--- src/hw/rtl/klx_pkg.sv ---
`timescale 1ns / 1ps

package klx_pkg;

   localparam int COUNT_BITS  = 16;
   localparam int LENGTH_BITS = 8;
   localparam int KW_CHARS    = 6;
   localparam int PREFIX_W    = 8 * KW_CHARS;
   localparam int NUM_KW      = 6;
   localparam int QUEUE_DEPTH = 4;
   localparam int QPTR_W      = $clog2(QUEUE_DEPTH);
   localparam int QCNT_W      = $clog2(QUEUE_DEPTH + 1);

   // character classes
   localparam logic [3:0] CLS_SPACE   = 4'd0;
   localparam logic [3:0] CLS_LETTER  = 4'd1;
   localparam logic [3:0] CLS_DIGIT   = 4'd2;
   localparam logic [3:0] CLS_PLUS    = 4'd3;
   localparam logic [3:0] CLS_MINUS   = 4'd4;
   localparam logic [3:0] CLS_STAR    = 4'd5;
   localparam logic [3:0] CLS_SEMI    = 4'd6;
   localparam logic [3:0] CLS_LT      = 4'd7;
   localparam logic [3:0] CLS_EQ      = 4'd8;
   localparam logic [3:0] CLS_ILLEGAL = 4'd9;

   // token type codes
   localparam logic [3:0] CODE_LT     = 4'd0;
   localparam logic [3:0] CODE_NONE   = 4'd0;
   localparam logic [3:0] CODE_IDENT  = 4'd6;
   localparam logic [3:0] CODE_NUMBER = 4'd7;
   localparam logic [3:0] CODE_ASSIGN = 4'd7;
   localparam logic [3:0] CODE_SEMI   = 4'd8;
   localparam logic [3:0] CODE_LE     = 4'd9;
   localparam logic [3:0] CODE_EQEQ   = 4'd10;
   localparam logic [3:0] CODE_PLUS   = 4'd11;
   localparam logic [3:0] CODE_MINUS  = 4'd12;
   localparam logic [3:0] CODE_STAR   = 4'd13;

   // token kinds
   localparam logic [1:0] KIND_OP      = 2'd0;
   localparam logic [1:0] KIND_IDENT   = 2'd1;
   localparam logic [1:0] KIND_NUMBER  = 2'd2;
   localparam logic [1:0] KIND_ILLEGAL = 2'd3;

   // keyword text, first character in the low byte
   localparam logic [PREFIX_W-1:0] KW_TEXT [NUM_KW] = '{
      48'h0065_6c69_6877,
      48'h0000_0000_6669,
      48'h0000_6573_6c65,
      48'h6863_7469_7773,
      48'h0000_6573_6163,
      48'h0070_6f6c_6572
   };
   localparam logic [LENGTH_BITS-1:0] KW_LEN [NUM_KW] = '{
      LENGTH_BITS'(5), LENGTH_BITS'(2), LENGTH_BITS'(4),
      LENGTH_BITS'(6), LENGTH_BITS'(4), LENGTH_BITS'(5)
   };

   typedef struct packed {
      logic [7:0] char_in;
      logic       end_of_input;
   } req_type;

   typedef struct packed {
      logic [3:0]             token_code;
      logic [1:0]             token_kind;
      logic [COUNT_BITS-1:0]  token_index;
      logic [LENGTH_BITS-1:0] token_length;
      logic [7:0]             bad_char;
      logic                   last;
   } rsp_type;

   // classified character handed from front to back
   typedef struct packed {
      logic       end_of_input;
      logic [7:0] char_in;
      logic [3:0] char_class;
   } cmd_type;

   // keyword code 1..6, or CODE_NONE when the word is no keyword
   function automatic logic [3:0] kw_lookup(input logic [PREFIX_W-1:0]    prefix,
                                            input logic [LENGTH_BITS-1:0] len);
      logic [3:0] code;
      code = CODE_NONE;
      for (int k = NUM_KW - 1; k >= 0; k--) begin
         if (len == KW_LEN[k] && prefix == KW_TEXT[k]) begin
            code = 4'(k + 1);
         end
      end
      return code;
   endfunction

endpackage

--- src/hw/rtl/klx_front.sv ---
`timescale 1ns / 1ps

module klx_front import klx_pkg::*; (
   input  logic    clock,
   input  logic    reset,
   input  logic    req_valid,
   output logic    req_stall,
   input  req_type req_data,
   input  logic    queue_full,
   output logic    push,
   output cmd_type push_cmd
);

   function automatic logic [3:0] classify(input logic [7:0] c);
      logic [3:0] cls;
      cls = CLS_ILLEGAL;
      if (c == 8'h20 || c == 8'h09 || c == 8'h0a) begin
         cls = CLS_SPACE;
      end else if ((c >= 8'h61 && c <= 8'h7a) || (c >= 8'h41 && c <= 8'h5a)) begin
         cls = CLS_LETTER;
      end else if (c >= 8'h30 && c <= 8'h39) begin
         cls = CLS_DIGIT;
      end else begin
         case (c)
            8'h2b:   cls = CLS_PLUS;
            8'h2d:   cls = CLS_MINUS;
            8'h2a:   cls = CLS_STAR;
            8'h3b:   cls = CLS_SEMI;
            8'h3c:   cls = CLS_LT;
            8'h3d:   cls = CLS_EQ;
            default: cls = CLS_ILLEGAL;
         endcase
      end
      return cls;
   endfunction

   logic seen_ff;
   logic seen_in;

   // tracks whether anything came in since reset, keeps stall low in reset
   assign seen_in = reset ? 1'b0 : (seen_ff | push);

   always_ff @(posedge clock) begin
      seen_ff <= seen_in;
   end

   assign req_stall = queue_full & (seen_ff | ~reset);
   assign push      = req_valid & ~queue_full;

   always_comb begin
      push_cmd.end_of_input = req_data.end_of_input;
      push_cmd.char_in      = req_data.char_in;
      push_cmd.char_class   = classify(req_data.char_in);
   end

endmodule

--- src/hw/rtl/klx_queue.sv ---
`timescale 1ns / 1ps

module klx_queue import klx_pkg::*; (
   input  logic    clock,
   input  logic    reset,
   input  logic    push,
   input  cmd_type push_cmd,
   input  logic    pop,
   output logic    full,
   output logic    head_valid,
   output cmd_type head_cmd
);

   cmd_type             mem_ff [QUEUE_DEPTH];
   logic [QPTR_W-1:0]   wr_ptr_ff, wr_ptr_in;
   logic [QPTR_W-1:0]   rd_ptr_ff, rd_ptr_in;
   logic [QCNT_W-1:0]   count_ff, count_in;
   logic                do_pop;

   assign full       = (count_ff == QCNT_W'(QUEUE_DEPTH));
   assign head_valid = (count_ff != '0);
   assign head_cmd   = mem_ff[rd_ptr_ff];
   assign do_pop     = pop & head_valid;

   always_comb begin
      wr_ptr_in = push ? QPTR_W'(wr_ptr_ff + 1'b1) : wr_ptr_ff;
      rd_ptr_in = do_pop ? QPTR_W'(rd_ptr_ff + 1'b1) : rd_ptr_ff;
      count_in  = count_ff;
      if (push && !do_pop) begin
         count_in = QCNT_W'(count_ff + 1'b1);
      end else if (!push && do_pop) begin
         count_in = QCNT_W'(count_ff - 1'b1);
      end
   end

   always_ff @(posedge clock) begin
      if (reset) begin
         wr_ptr_ff <= '0;
         rd_ptr_ff <= '0;
         count_ff  <= '0;
      end else begin
         wr_ptr_ff <= wr_ptr_in;
         rd_ptr_ff <= rd_ptr_in;
         count_ff  <= count_in;
      end
   end

   always_ff @(posedge clock) begin
      if (push) begin
         mem_ff[wr_ptr_ff] <= push_cmd;
      end
   end

endmodule

--- src/hw/rtl/klx_back.sv ---
`timescale 1ns / 1ps

module klx_back import klx_pkg::*; (
   input  logic    clock,
   input  logic    reset,
   input  logic    head_valid,
   input  cmd_type head_cmd,
   output logic    pop,
   output logic    rsp_valid,
   input  logic    rsp_stall,
   output rsp_type rsp_data
);

   localparam logic [2:0] MODE_IDLE   = 3'd0;
   localparam logic [2:0] MODE_IDENT  = 3'd1;
   localparam logic [2:0] MODE_NUMBER = 3'd2;
   localparam logic [2:0] MODE_LT     = 3'd3;
   localparam logic [2:0] MODE_EQ     = 3'd4;
   localparam logic [2:0] MODE_HALT   = 3'd5;

   logic [2:0]             mode_ff, mode_in;
   logic [PREFIX_W-1:0]    prefix_ff, prefix_in;
   logic [LENGTH_BITS-1:0] len_ff, len_in;
   logic [COUNT_BITS-1:0]  idc_ff, idc_in;
   logic [COUNT_BITS-1:0]  nmc_ff, nmc_in;
   logic                   out_valid_ff, out_valid_in;
   rsp_type                out_ff, out_in;
   logic                   pend_valid_ff, pend_valid_in;
   rsp_type                pend_ff, pend_in;

   logic                   first_valid, idle_valid;
   rsp_type                first_res, idle_res;
   logic                   out_free;
   logic [3:0]             kw_code;

   function automatic rsp_type mk(input logic [3:0]             code,
                                  input logic [1:0]             kind,
                                  input logic [COUNT_BITS-1:0]  index,
                                  input logic [LENGTH_BITS-1:0] len,
                                  input logic [7:0]             bad);
      rsp_type r;
      r.token_code   = code;
      r.token_kind   = kind;
      r.token_index  = index;
      r.token_length = len;
      r.bad_char     = bad;
      r.last         = 1'b0;
      return r;
   endfunction

   assign kw_code = kw_lookup(prefix_ff, len_ff);

   // lexer step on the head item
   always_comb begin
      logic consumed;
      logic do_flush;
      logic add;
      consumed    = 1'b0;
      do_flush    = 1'b0;
      add         = 1'b0;
      mode_in     = mode_ff;
      prefix_in   = prefix_ff;
      len_in      = len_ff;
      idc_in      = idc_ff;
      nmc_in      = nmc_ff;
      first_valid = 1'b0;
      first_res   = mk(CODE_NONE, KIND_OP, '0, '0, 8'h00);
      idle_valid  = 1'b0;
      idle_res    = mk(CODE_NONE, KIND_OP, '0, '0, 8'h00);
      if (mode_ff != MODE_HALT) begin
         if (head_cmd.end_of_input) begin
            do_flush = 1'b1;
         end else begin
            case (mode_ff)
               MODE_IDENT: begin
                  if (head_cmd.char_class == CLS_LETTER || head_cmd.char_class == CLS_DIGIT) begin
                     add      = 1'b1;
                     consumed = 1'b1;
                  end else begin
                     do_flush = 1'b1;
                  end
               end
               MODE_NUMBER: begin
                  if (head_cmd.char_class == CLS_DIGIT) begin
                     add      = 1'b1;
                     consumed = 1'b1;
                  end else begin
                     do_flush = 1'b1;
                  end
               end
               MODE_LT: begin
                  if (head_cmd.char_class == CLS_EQ) begin
                     first_valid = 1'b1;
                     first_res   = mk(CODE_LE, KIND_OP, '0, LENGTH_BITS'(2), 8'h00);
                     mode_in     = MODE_IDLE;
                     consumed    = 1'b1;
                  end else begin
                     do_flush = 1'b1;
                  end
               end
               MODE_EQ: begin
                  if (head_cmd.char_class == CLS_EQ) begin
                     first_valid = 1'b1;
                     first_res   = mk(CODE_EQEQ, KIND_OP, '0, LENGTH_BITS'(2), 8'h00);
                     mode_in     = MODE_IDLE;
                     consumed    = 1'b1;
                  end else begin
                     do_flush = 1'b1;
                  end
               end
               default: begin
                  mode_in = MODE_IDLE;
               end
            endcase
         end

         // pending token ends here
         if (do_flush) begin
            case (mode_ff)
               MODE_IDENT: begin
                  first_valid = 1'b1;
                  if (kw_code != CODE_NONE) begin
                     first_res = mk(kw_code, KIND_OP, '0, len_ff, 8'h00);
                  end else begin
                     first_res = mk(CODE_IDENT, KIND_IDENT, idc_ff, len_ff, 8'h00);
                     if (idc_ff != '1) begin
                        idc_in = COUNT_BITS'(idc_ff + 1'b1);
                     end
                  end
               end
               MODE_NUMBER: begin
                  first_valid = 1'b1;
                  first_res   = mk(CODE_NUMBER, KIND_NUMBER, nmc_ff, len_ff, 8'h00);
                  if (nmc_ff != '1) begin
                     nmc_in = COUNT_BITS'(nmc_ff + 1'b1);
                  end
               end
               MODE_LT: begin
                  first_valid = 1'b1;
                  first_res   = mk(CODE_LT, KIND_OP, '0, LENGTH_BITS'(1), 8'h00);
               end
               MODE_EQ: begin
                  first_valid = 1'b1;
                  first_res   = mk(CODE_ASSIGN, KIND_OP, '0, LENGTH_BITS'(1), 8'h00);
               end
               default: begin
                  first_valid = 1'b0;
               end
            endcase
            mode_in = MODE_IDLE;
         end

         // keep the first six characters of a word
         if (add) begin
            for (int i = 0; i < KW_CHARS; i++) begin
               if (len_ff == LENGTH_BITS'(i)) begin
                  prefix_in[8*i +: 8] = head_cmd.char_in;
               end
            end
            if (len_ff != '1) begin
               len_in = LENGTH_BITS'(len_ff + 1'b1);
            end
         end

         // ending character, or a character seen from idle
         if (!head_cmd.end_of_input && !consumed) begin
            case (head_cmd.char_class)
               CLS_SPACE: begin
                  mode_in = MODE_IDLE;
               end
               CLS_LETTER: begin
                  prefix_in = {{(PREFIX_W-8){1'b0}}, head_cmd.char_in};
                  len_in    = LENGTH_BITS'(1);
                  mode_in   = MODE_IDENT;
               end
               CLS_DIGIT: begin
                  prefix_in = {{(PREFIX_W-8){1'b0}}, head_cmd.char_in};
                  len_in    = LENGTH_BITS'(1);
                  mode_in   = MODE_NUMBER;
               end
               CLS_PLUS: begin
                  idle_valid = 1'b1;
                  idle_res   = mk(CODE_PLUS, KIND_OP, '0, LENGTH_BITS'(1), 8'h00);
               end
               CLS_MINUS: begin
                  idle_valid = 1'b1;
                  idle_res   = mk(CODE_MINUS, KIND_OP, '0, LENGTH_BITS'(1), 8'h00);
               end
               CLS_STAR: begin
                  idle_valid = 1'b1;
                  idle_res   = mk(CODE_STAR, KIND_OP, '0, LENGTH_BITS'(1), 8'h00);
               end
               CLS_SEMI: begin
                  idle_valid = 1'b1;
                  idle_res   = mk(CODE_SEMI, KIND_OP, '0, LENGTH_BITS'(1), 8'h00);
               end
               CLS_LT: begin
                  mode_in = MODE_LT;
               end
               CLS_EQ: begin
                  mode_in = MODE_EQ;
               end
               default: begin
                  idle_valid = 1'b1;
                  idle_res   = mk(CODE_NONE, KIND_ILLEGAL, '0, LENGTH_BITS'(1),
                                  head_cmd.char_in);
                  mode_in    = MODE_HALT;
               end
            endcase
         end
      end
      first_res.last = ~idle_valid;
      idle_res.last  = 1'b1;
   end

   assign out_free = ~out_valid_ff | ~rsp_stall;
   assign pop      = head_valid & ~pend_valid_ff &
                     (out_free | ~(first_valid | idle_valid));

   // output register plus one slot for the second result of an item
   always_comb begin
      out_valid_in  = out_valid_ff;
      out_in        = out_ff;
      pend_valid_in = pend_valid_ff;
      pend_in       = pend_ff;
      if (out_free) begin
         out_valid_in = 1'b0;
         if (pend_valid_ff) begin
            out_in        = pend_ff;
            out_valid_in  = 1'b1;
            pend_valid_in = 1'b0;
         end else if (pop && (first_valid || idle_valid)) begin
            out_valid_in = 1'b1;
            out_in       = first_valid ? first_res : idle_res;
            if (first_valid && idle_valid) begin
               pend_in       = idle_res;
               pend_valid_in = 1'b1;
            end
         end
      end
   end

   always_ff @(posedge clock) begin
      if (reset) begin
         mode_ff       <= MODE_IDLE;
         prefix_ff     <= '0;
         len_ff        <= '0;
         idc_ff        <= '0;
         nmc_ff        <= '0;
         out_valid_ff  <= 1'b0;
         pend_valid_ff <= 1'b0;
      end else begin
         if (pop) begin
            mode_ff   <= mode_in;
            prefix_ff <= prefix_in;
            len_ff    <= len_in;
            idc_ff    <= idc_in;
            nmc_ff    <= nmc_in;
         end
         out_valid_ff  <= out_valid_in;
         pend_valid_ff <= pend_valid_in;
      end
   end

   always_ff @(posedge clock) begin
      out_ff  <= out_in;
      pend_ff <= pend_in;
   end

   assign rsp_valid = out_valid_ff;
   assign rsp_data  = out_ff;

endmodule

--- src/hw/rtl/keyword_token_lexer.sv ---
`timescale 1ns / 1ps

// keyword token lexer: one character byte per input item, tokens out
// req channel: req_data carries char_in and end_of_input; an item is taken
//   at a clock edge with req_valid high and req_stall low
// rsp channel: rsp_data carries one token per item, rsp_valid / rsp_stall;
//   last marks the final token caused by one input item
// the front classifies each character and writes it into a four-entry
//   queue; the back runs the token state machine on the queue head
// throughput: one character per cycle while the receiver does not stall;
//   a character that both ends a token and forms a token itself yields
//   two tokens and holds the back while the second one goes out
// the character that ends a token is first written into the queue; the
//   token is then formed at the queue head and loaded into the output register
// a stalled receiver holds the output register; the back stops at the
//   queue head and req_stall rises once the queue is full
// reset (synchronous) empties the queue, clears the counts and the word
//   state and releases the halt after an illegal character
module keyword_token_lexer import klx_pkg::*; (
   input  logic    clock,
   input  logic    reset,
   input  logic    req_valid,
   output logic    req_stall,
   input  req_type req_data,
   output logic    rsp_valid,
   input  logic    rsp_stall,
   output rsp_type rsp_data
);

   logic    push;
   cmd_type push_cmd;
   logic    queue_full;
   logic    pop;
   logic    head_valid;
   cmd_type head_cmd;

   // character classification and input handshake
   klx_front u_front (
      .clock      (clock),
      .reset      (reset),
      .req_valid  (req_valid),
      .req_stall  (req_stall),
      .req_data   (req_data),
      .queue_full (queue_full),
      .push       (push),
      .push_cmd   (push_cmd)
   );

   // decouples input acceptance from token output
   klx_queue u_queue (
      .clock      (clock),
      .reset      (reset),
      .push       (push),
      .push_cmd   (push_cmd),
      .pop        (pop),
      .full       (queue_full),
      .head_valid (head_valid),
      .head_cmd   (head_cmd)
   );

   // token state machine, counts and output registers
   klx_back u_back (
      .clock      (clock),
      .reset      (reset),
      .head_valid (head_valid),
      .head_cmd   (head_cmd),
      .pop        (pop),
      .rsp_valid  (rsp_valid),
      .rsp_stall  (rsp_stall),
      .rsp_data   (rsp_data)
   );

endmodule

--- config.mk ---
export PLATFORM = sky130hd
export DESIGN_NAME = keyword_token_lexer
export DESIGN_NICKNAME = d
export VERILOG_FILES = /design/src/hw/rtl/klx_pkg.sv /design/src/hw/rtl/klx_front.sv /design/src/hw/rtl/klx_queue.sv /design/src/hw/rtl/klx_back.sv /design/src/hw/rtl/keyword_token_lexer.sv
export SDC_FILE = /design/constraint.sdc
export NUM_CORES = 1
export LEC_CHECK = 0
export ABC_AREA = 1
export BUFFER_PORTS_ARGS = -buffer_cell sky130_fd_sc_hd__buf_4
export CAP_MARGIN = 20
export CORE_MARGIN = 2
export CORE_UTILIZATION = 55
export CTS_CLUSTER_SIZE = 28
export DETAILED_ROUTE_END_ITERATION = 8
export PLACE_DENSITY_LB_ADDON = 0.3
export SLEW_MARGIN = 20
export SYNTH_ARGS = -nofsm -noshare
export SYNTH_HDL_FRONTEND = slang
export SYNTH_SLANG_ARGS = --single-unit
--- constraint.sdc ---
create_clock -name clock -period 11.3 [get_ports clock]
set_input_delay 2.26 -clock clock [delete_from_list [all_inputs] [get_ports clock]]
set_output_delay 2.26 -clock clock [all_outputs]
set_load 0.02 [all_outputs]
Word-level counts from Yosys, hierarchy flattened:

Memory sizes are Yosys's and may differ from the RTL's. A register that Yosys moved wholly into a read port is not among the register bits.
Cells that the tools add are included.

* register bits: 178
* RAM bits: 52
* output and inout bits: 41
* word-level logic and storage cells: 209
* memories kept: 1

Memory list
* u_queue.mem_ff: words 4, width 13, rd ports 1, clocked after Yosys merged registers in 1, write ports 1, line klx_queue.sv:14 `cmd_type mem_ff [QUEUE_DEPTH];`

* add/sub/neg operators: 7
* $lt $le $gt $ge: 6
* eq/ne operators: 38
* muxes and demuxes: 77
* bitwise operators: 18
* reduce and logical (&&, ||, !) cells: 40

Operators with widths (count)
* 2-to-1 mux 39 bit: 10
* one-hot mux 39 bit (5 select lines): 1
* one-hot mux 39 bit (4 select lines): 1
* 2-to-1 mux 48 bit: 3
* equality test 48 x 31 -> 1 bit, second input constant: 2
* equality test 48 x 39 -> 1 bit, second input constant: 2
* 2-to-1 mux 8 bit: 10
* one-hot mux 39 bit (2 select lines): 1
* equality test 8 x 6 -> 1 bit, second input constant: 7
* equality test 48 x 15 -> 1 bit, second input constant: 1
* equality test 48 x 47 -> 1 bit, second input constant: 1
* 2-to-1 mux 38 bit: 1
* 2-to-1 mux 3 bit: 12
* adder 16 x 1 -> 16 bit, second input constant: 2
* inequality test 16 bit, second input constant: 2
* 2-to-1 mux 1 bit: 27
* equality test 8 x 3 -> 1 bit, second input constant: 3
* one-hot mux 4 bit (6 select lines): 1
* one-hot mux 3 bit (6 select lines): 1
* equality test 4 x 3 -> 1 bit, second input constant: 4
* equality test 8 x 2 -> 1 bit, second input constant: 2
* equality test 8 x 4 -> 1 bit, second input constant: 2
* greater-or-equal comparator 8 x 7 -> 1 bit, second input constant: 2
* <= comparator 8 x 7 -> 1 bit, second input constant: 2
* 38 further kinds: 86

Logic depth before layout (Yosys ltp):

Gate-level depths: netlist of run 1.

* word-level depth: 18
* depth in mapped cells: 22
* gate-level depth less buffers: 22

By module:

Synthesis of run 1 repeated with hierarchy kept, for this count alone.

* cell total of the unflattened synthesis: 1650
* area total of the unflattened synthesis: 11949.0 sq um

Modules (own cells, without submodules)
* klx_back: instances 1, cells each 1383, area each 9077.5 sq um, seq. area each 3453.3 sq um
* klx_queue: instances 1, cells each 189, area each 2487.4 sq um, seq. area each 1741.7 sq um
* klx_front: instances 1, cells each 78, area each 384.1 sq um, seq. area each 20.0 sq um

Least setup slack after synthesis of run 1:

No wires, ideal clock.

* path kind: input port to output port
* start: in reset
* end: out req_stall
* arrival: 3.000 ns
* required time: 9.040 ns
* slack: 6.040 ns
* cell stages on the path: 3
* cell sequence: clkbuf_1 -> clkbuf_1 -> a21oi_1

* word-level cells in the longest chain between the ends: 3

Ends and longest elaborated chain
* start, declared: line keyword_token_lexer.sv:21 `input logic reset,`
* NOT 1 bit: line klx_front.sv:47 `assign req_stall = queue_full & (seen_ff | ~reset);`
* bitwise OR 1 bit: line klx_front.sv:47
* AND 1 bit: line klx_front.sv:47
* end, declared: line keyword_token_lexer.sv:23 `output logic req_stall,`

Every way passes these cells.

Final worst setup path of run 1:

Ends and elaborated chain as after synthesis.

==> metrics.md, run 1 <==
| Metric | Value |
|---|---|
| Status | finished clean |
| Largest net degree at the start of global routing | 92 |
| Worst-Margin Slew | 0.931 ns |
| CP arrival | 2.95 ns |
| Design Power | 3.39 mW |
| Number of synthesized flops with an enable pin | 105 |
| Req. time, crit path | 9.04 ns |
| Cell taking the most area after synthesis | edfxtp_1 |
| P&R area growth vs syn | 10.1% |
| GRT Resource Usage Total | 26.4% |
| Buffers added on ports | 53 |
| Mapped Cells | 1569 |
| Lkg Pwr | 4.80 nW |
| Initial antenna violation count | 0 |
| Clk buf depth | 3 |
| Pre-Repair DR Iteration Count | 8 |
| CTS Buf Count | 23 |
| Fill cells | 1853 |
| VDD IR max | 156 uV |
| Syn_nets | 1594 |
| FF+latch count, synth | 208 |
| FP Rows | 53 |
| Vias in the first global route | 9924 |
| Setup_tns | 0 ns |
| Sequential fraction of the synthesis area | 43.8% |
| CTS root buffer | clkbuf_16 |
| CTS Hold Buffers Added | 0 |
| Worst-path clk slew | 0.05 ns |
| Distinct cells, synth | 50 |
| Starting Density | 56.3% |
| GRT overflow | 0 |
| H-tree lvl count | 1 |
| Final nets | 1603 |
| Resized Gates After CTS | 0 |
| Worst min path class | reg2reg |
| Area occupied by multi-input gates | 0.00577 sq mm |
| Primary FF master, synth | edfxtp_1 |
| Clk Latency, worst-skew pair | 0.51 ns |
| Vias post-DR | 10801 |
| CORE AREA | 0.0212 sq mm |
| First-pass GRT wire length | 48900 microns |
| Post-place setup slack | 6.10 ns |
| Fmax | 0.192 GHz |
| Worst Skew | 0.0121 ns |
| Ant diodes | 0 |
| Max-cap violation count | 0 |
| Post-Synthesis Mean Instance Area | 7.59 sq um |
| Synthesis Warnings | 0 |
| Design Area, Final | 0.0131 sq mm |
| Placed cell area | 0.0123 sq mm |
| Layout cells sized above 1 | 10.8% |
| Post-synth top area share | 26.5% |
| Routed WL per cell | 16.0 microns |
| Pwr/cell area | 258 mW/mm^2 |
| Ports | 54 |
| Clock sinks | 208 |
| Setup Viol. Count Final | 0 |
| Worst path max stage delay | 0.35 ns |
| Slowest CP cell | buf_4 |
| HPWL after DPL | 19900 microns |
| DIE AREA | 0.0228 sq mm |
| Min Tclk post-route | 5.21 ns |
| Setup WS post-layout | 6.09 ns |
| First DRT Iteration DRCs | 1006 |
| Async set-or-reset flop fraction in the synthesized netlist | 0% |
| Slew HR | 37.8% |
| Crit path cell chain | buf_4 -> a21oi_1 -> buf_4 |
| Crit Path Max Fanout | 37 |
| Die Height | 151 microns |
| CTS tree | built |
| Largest cells by area after synthesis | edfxtp_1 (26%), dfxtp_1 (17%), nand2_1 (13%) |
| Unrepaired setup endpoints after global routing | false |
| DIE WIDTH | 151 microns |
| Post-CTS Setup Bufs | 0 |
| Drt via density | 5.78 |
| Final GP Congestion | 0.914 |
| Register area | 0.00522 sq mm |
| # DRC | 0 |
| Pins Over Slew Limit | 0 |
| Most frequent CP cell | buf_4 |
| Fin crit share | 46.1% |
| Crit path launch type | primary input |
| Crit. End Element | primary output |
| Worst hold slack | 0.457 ns |
| Routed Antenna Nets | 0 |
| Kind of critical path | in2out |
| Final Hold Vio Count | 0 |
| Cell Area, Synth | 0.0119 sq mm |
| WL final | 30000 microns |
==> flip-flops by register name, summed over array words and instances, names as in the netlist, 3 cells and up, named ones only <==
| register | count |
|---|---|
| u_back.rsp_data | 39 |
| u_back.len_ff | 8 |
| u_back.idc_ff | 16 |
| u_back.mode_ff | 3 |
| u_queue.mem_ff | 52 |
| u_queue.count_ff | 3 |
| u_back.nmc_ff | 16 |
| u_back.prefix_ff | 48 |
| u_back.pend_ff | 14 |
==> power by group <==
group	switching [mW]	total, mW	internal (mW)
combinational	1.13	1.54	0.414
sequential	0.0839	1.09	1.01
clock	0.302	0.758	0.456
total	1.51	3.39	1.88
==> cells in the mapped netlist (2+ instances only) <==
cell type,instances
o211ai_1,2
mux2i_1,9
buf_6,6
buf_4,5
nand3_2,4
inv_2,8
o21ai_0,82
a32o_1,8
clkbuf_1,39
nand2_2,16
a31oi_1,5
nand3_1,97
nor2_2,7
nor2_4,2
o221ai_1,2
edfxtp_1,105
nand2_1,427
a21oi_1,111
xor2_1,20
nand4_1,33
dfxtp_1,103
ha_1,11
nor3_1,23
buf_8,2
a21oi_2,21
buf_1,3
nor2_1,184
o22ai_1,2
xnor2_1,7
buf_2,26
o21bai_1,2
nor4_1,7
a221oi_1,44
clkinv_1,2
nand2_4,4
inv_1,125
o2111ai_1,2
==> path summary, 6_finish.rpt <==
| kind | end | startpoint | depth (start not counted) | slack [ns] |
|---|---|---|---|---|
| setup reg to reg | u_back.rsp_data[23] | flop | 14 | 6.83 |
| hold reg to reg | u_front.seen_ff | u_front.seen_ff | 2 | 0.46 |
| setup / recovery | req_stall | reset | 3 | 6.09 |
| hold / removal | u_front.seen_ff | u_front.seen_ff | 2 | 0.46 |
==> critical path: cells and delay by family <==
kind / cells / cell delay, ns
buffers and inverters: 2 / 0.52
AOI/OAI and AO/OA: 1 / 0.13
==> metrics by stage <==
stage / util (%) / cells
2_1_floorplan: - / 1569
3_3_place_gp: 58.2 / 1827
3_5_place_dp: 58.4 / 1828
4_1_cts: 62.0 / 1870
5_1_grt: 62.0 / 1870
6_report: 62.0 / 1870
==> cell families after synthesis <==
family | share of synthesized area (%)
buf+inv | 7.98
fa+ha+maj | 1.32
compound gates | 14.7
flops | 43.8
mux | 0.757
xor+xnor | 1.99
simple gates | 29.5
==> area by class of cell <==
type                       count  area share, %
timing repair buffer          66           3.93
sequential                   208           39.8
clock inverter                12           1.05
tap                          275           2.63
multi-input combinational   1144           44.0
clock buffer                  30           4.74
inverter                     135           3.87
==> placed cells by master, fill, tap and decap left out, types with 20 or more instances in the layout <==
cell type / n
nand2_1: 426
nor2_1: 184
inv_1: 125
a21oi_1: 110
edfxtp_1: 105
dfxtp_1: 103
nand3_1: 97
o21ai_0: 82
buf_4: 65
a221oi_1: 44
nand4_1: 33
clkbuf_16: 23
nor3_1: 22
a21oi_2: 21
xor2_1: 20
==> routing by layer <==
metal,track usage (%),routed length (microns),part of all wire (%)
met5,0,0,0
met4,8.88,970,3.2
met3,3.58,2150,7.2
met2,42.8,13800,46
met1,36.4,13000,44
No activity file was read; power rests on OpenSTA's default activity.
==> run 2: changes to the inputs <==
==> constraint.sdc (replaced) <==
create_clock -name clock -period 5.1 [get_ports clock]
set_input_delay 1.02 -clock clock [delete_from_list [all_inputs] [get_ports clock]]
set_output_delay 1.02 -clock clock [all_outputs]
set_load 0.02 [all_outputs]
==> metrics.md, run 2 (same netlist as run 1, synthesis figures left out) <==
| Metric | Value |
|---|---|
| Status | finished clean |
| First DRT Iteration DRCs | 940 |
| Final GP Congestion | 0.907 |
| Initial antenna violation count | 0 |
| Lkg Pwr | 4.82 nW |
| Max-cap violation count | 0 |
| Vias in the first global route | 9804 |
| Pwr/cell area | 580 mW/mm^2 |
| CTS Buf Count | 23 |
| Routed Antenna Nets | 0 |
| Setup WS post-layout | 1.09 ns |
| Routed WL per cell | 16.0 microns |
| FF-to-FF path depth | 13 |
| CP delay by family, top | simple AND/OR/NAND/NOR gates |
| Post-place setup slack | 1.10 ns |
| First-pass GRT wire length | 48800 microns |
| Slew HR | 36.2% |
| Reg-to-reg slack, setup | 1.09 ns |
| Setup_tns | 0 ns |
| CTS Hold Buffers Added | 0 |
| Number of flip-flops in the largest register | 52 |
| Post-CTS Setup Bufs | 0 |
| FP Rows | 53 |
| H-tree lvl count | 1 |
| Crit path buf inv count | 2 |
| CTS root buffer | clkbuf_16 |
| Req. time, crit path | 5.32 ns |
| Most frequent cells in the layout | nand2_1 (426), nor2_1 (180), inv_1 (125) |
| CTS tree | built |
| Pins Over Slew Limit | 0 |
| Crit. End Element | flop |
| WL final | 29900 microns |
| P&R area growth vs syn | 10.9% |
| Crit path launch type | flop |
| Most frequent CP cell | nand2_1 |
| Worst Skew | 0.0120 ns |
| Resized Gates After CTS | 0 |
| Commonest non-fill, non-tap cell in the layout | nand2_1 |
| Worst min path class | reg2reg |
| Layout cells sized above 1 | 11.0% |
| Reg with most FFs | u_queue.mem_ff |
| Final Hold Vio Count | 0 |
| Worst path max stage delay | 0.76 ns |
| Setup Viol. Count Final | 0 |
| Crit Path Max Fanout | 23 |
| Final nets | 1602 |
| Drt via density | 5.75 |
| Clock sinks | 208 |
| Ports | 54 |
| Die Height | 151 microns |
| CORE AREA | 0.0212 sq mm |
| Pre-Repair DR Iteration Count | 5 |
| Fmax | 0.249 GHz |
| Unrepaired setup endpoints after global routing | false |
| GRT Resource Usage Total | 26.3% |
| Starting Density | 56.3% |
| Worst-path clk slew | 0.06 ns |
| Min Tclk post-route | 4.01 ns |
| Crit path cell chain | inv_2 -> nand3_1 -> nand2_1 -> nand2_1 -> nand3_2 -> nand2_1 -> nand4_4 -> nand2_4 -> nand3_4 -> a21oi_2 -> nand2_1 -> a21oi_4 -> buf_12 |
| Kind of critical path | reg2reg |
| # DRC | 0 |
| Clk buf depth | 3 |
| GRT overflow | 0 |
| Buffers added on ports | 53 |
| Worst R2R End | u_back.rsp_data[11] |
| CP arrival | 4.23 ns |
| Worst-Margin Slew | 0.952 ns |
| DIE AREA | 0.0228 sq mm |
| HPWL after DPL | 19800 microns |
| Largest net degree at the start of global routing | 81 |
| Clk Latency, worst-skew pair | 0.52 ns |
| Fin crit share | 78.6% |
| Vias post-DR | 10754 |
| Slowest CP cell | dfxtp_1 |
| Crit path depth | 13 |
| VDD IR max | 406 uV |
| DIE WIDTH | 151 microns |
| Ant diodes | 0 |
| Critical Path Sink | u_back.rsp_data[11] |
run 2: how the worst min path moves through the flow:
stage / depth (start not counted) / slack (ns) / startpoint / endpoint
after floorplan: 2 / 0.43 / u_queue.rd_ptr_ff[1] / flop
after global placement: 2 / 0.44 / u_front.seen_ff / u_front.seen_ff
after detailed placement: 2 / 0.46 / u_front.seen_ff / u_front.seen_ff
after CTS: 2 / 0.47 / u_front.seen_ff / u_front.seen_ff
after global routing: 2 / 0.50 / u_queue.rd_ptr_ff[1] / u_queue.rd_ptr_ff[1]
final: 2 / 0.47 / u_front.seen_ff / u_front.seen_ff
run 2: area by class of cell:
| class | count | area [sq um] |
|---|---|---|
| fillers | 1857 | 7960 |
| multi-input cells | 1144 | 5770 |
| flip-flops and latches | 208 | 5220 |
| clock buffers | 25 | 583 |
| repair buffers | 65 | 513 |
| inverters | 135 | 507 |
| well taps | 275 | 344 |
| clock inverters | 17 | 263 |
run 2: metrics by stage:
stage	power (mW)	std cells	util [%]	instance area (sq um)	hold slack [ns]
6_report	7.66	1869	62.4	13200	0.466
5_1_grt	8.12	1869	62.4	13200	0.503
4_1_cts	7.68	1869	62.4	13200	0.466
3_5_place_dp	5.80	1827	58.4	12400	0.458
3_3_place_gp	5.74	1827	58.3	12300	0.445
2_1_floorplan	4.92	1569	-	11900	0.433
run 2: power breakdown:
part	switching, mW	internal [mW]	leakage (nW)
sequential	0.193	2.23	1.82
combinational	2.46	0.906	2.59
clock	0.688	1.18	0.405
run 2: tightest hold or removal path: stages (launching register included):
cell and delay, ns:
dfxtp_1 0.29, inv_1 0.06, a21oi_1 0.06
run 2: metal layers:
metal	part of all wire (%)	GRT usage (%)
met1	45	36.8
met2	45	42.3
met3	6.4	3.37
met4	3.2	9.07
met5	0	0
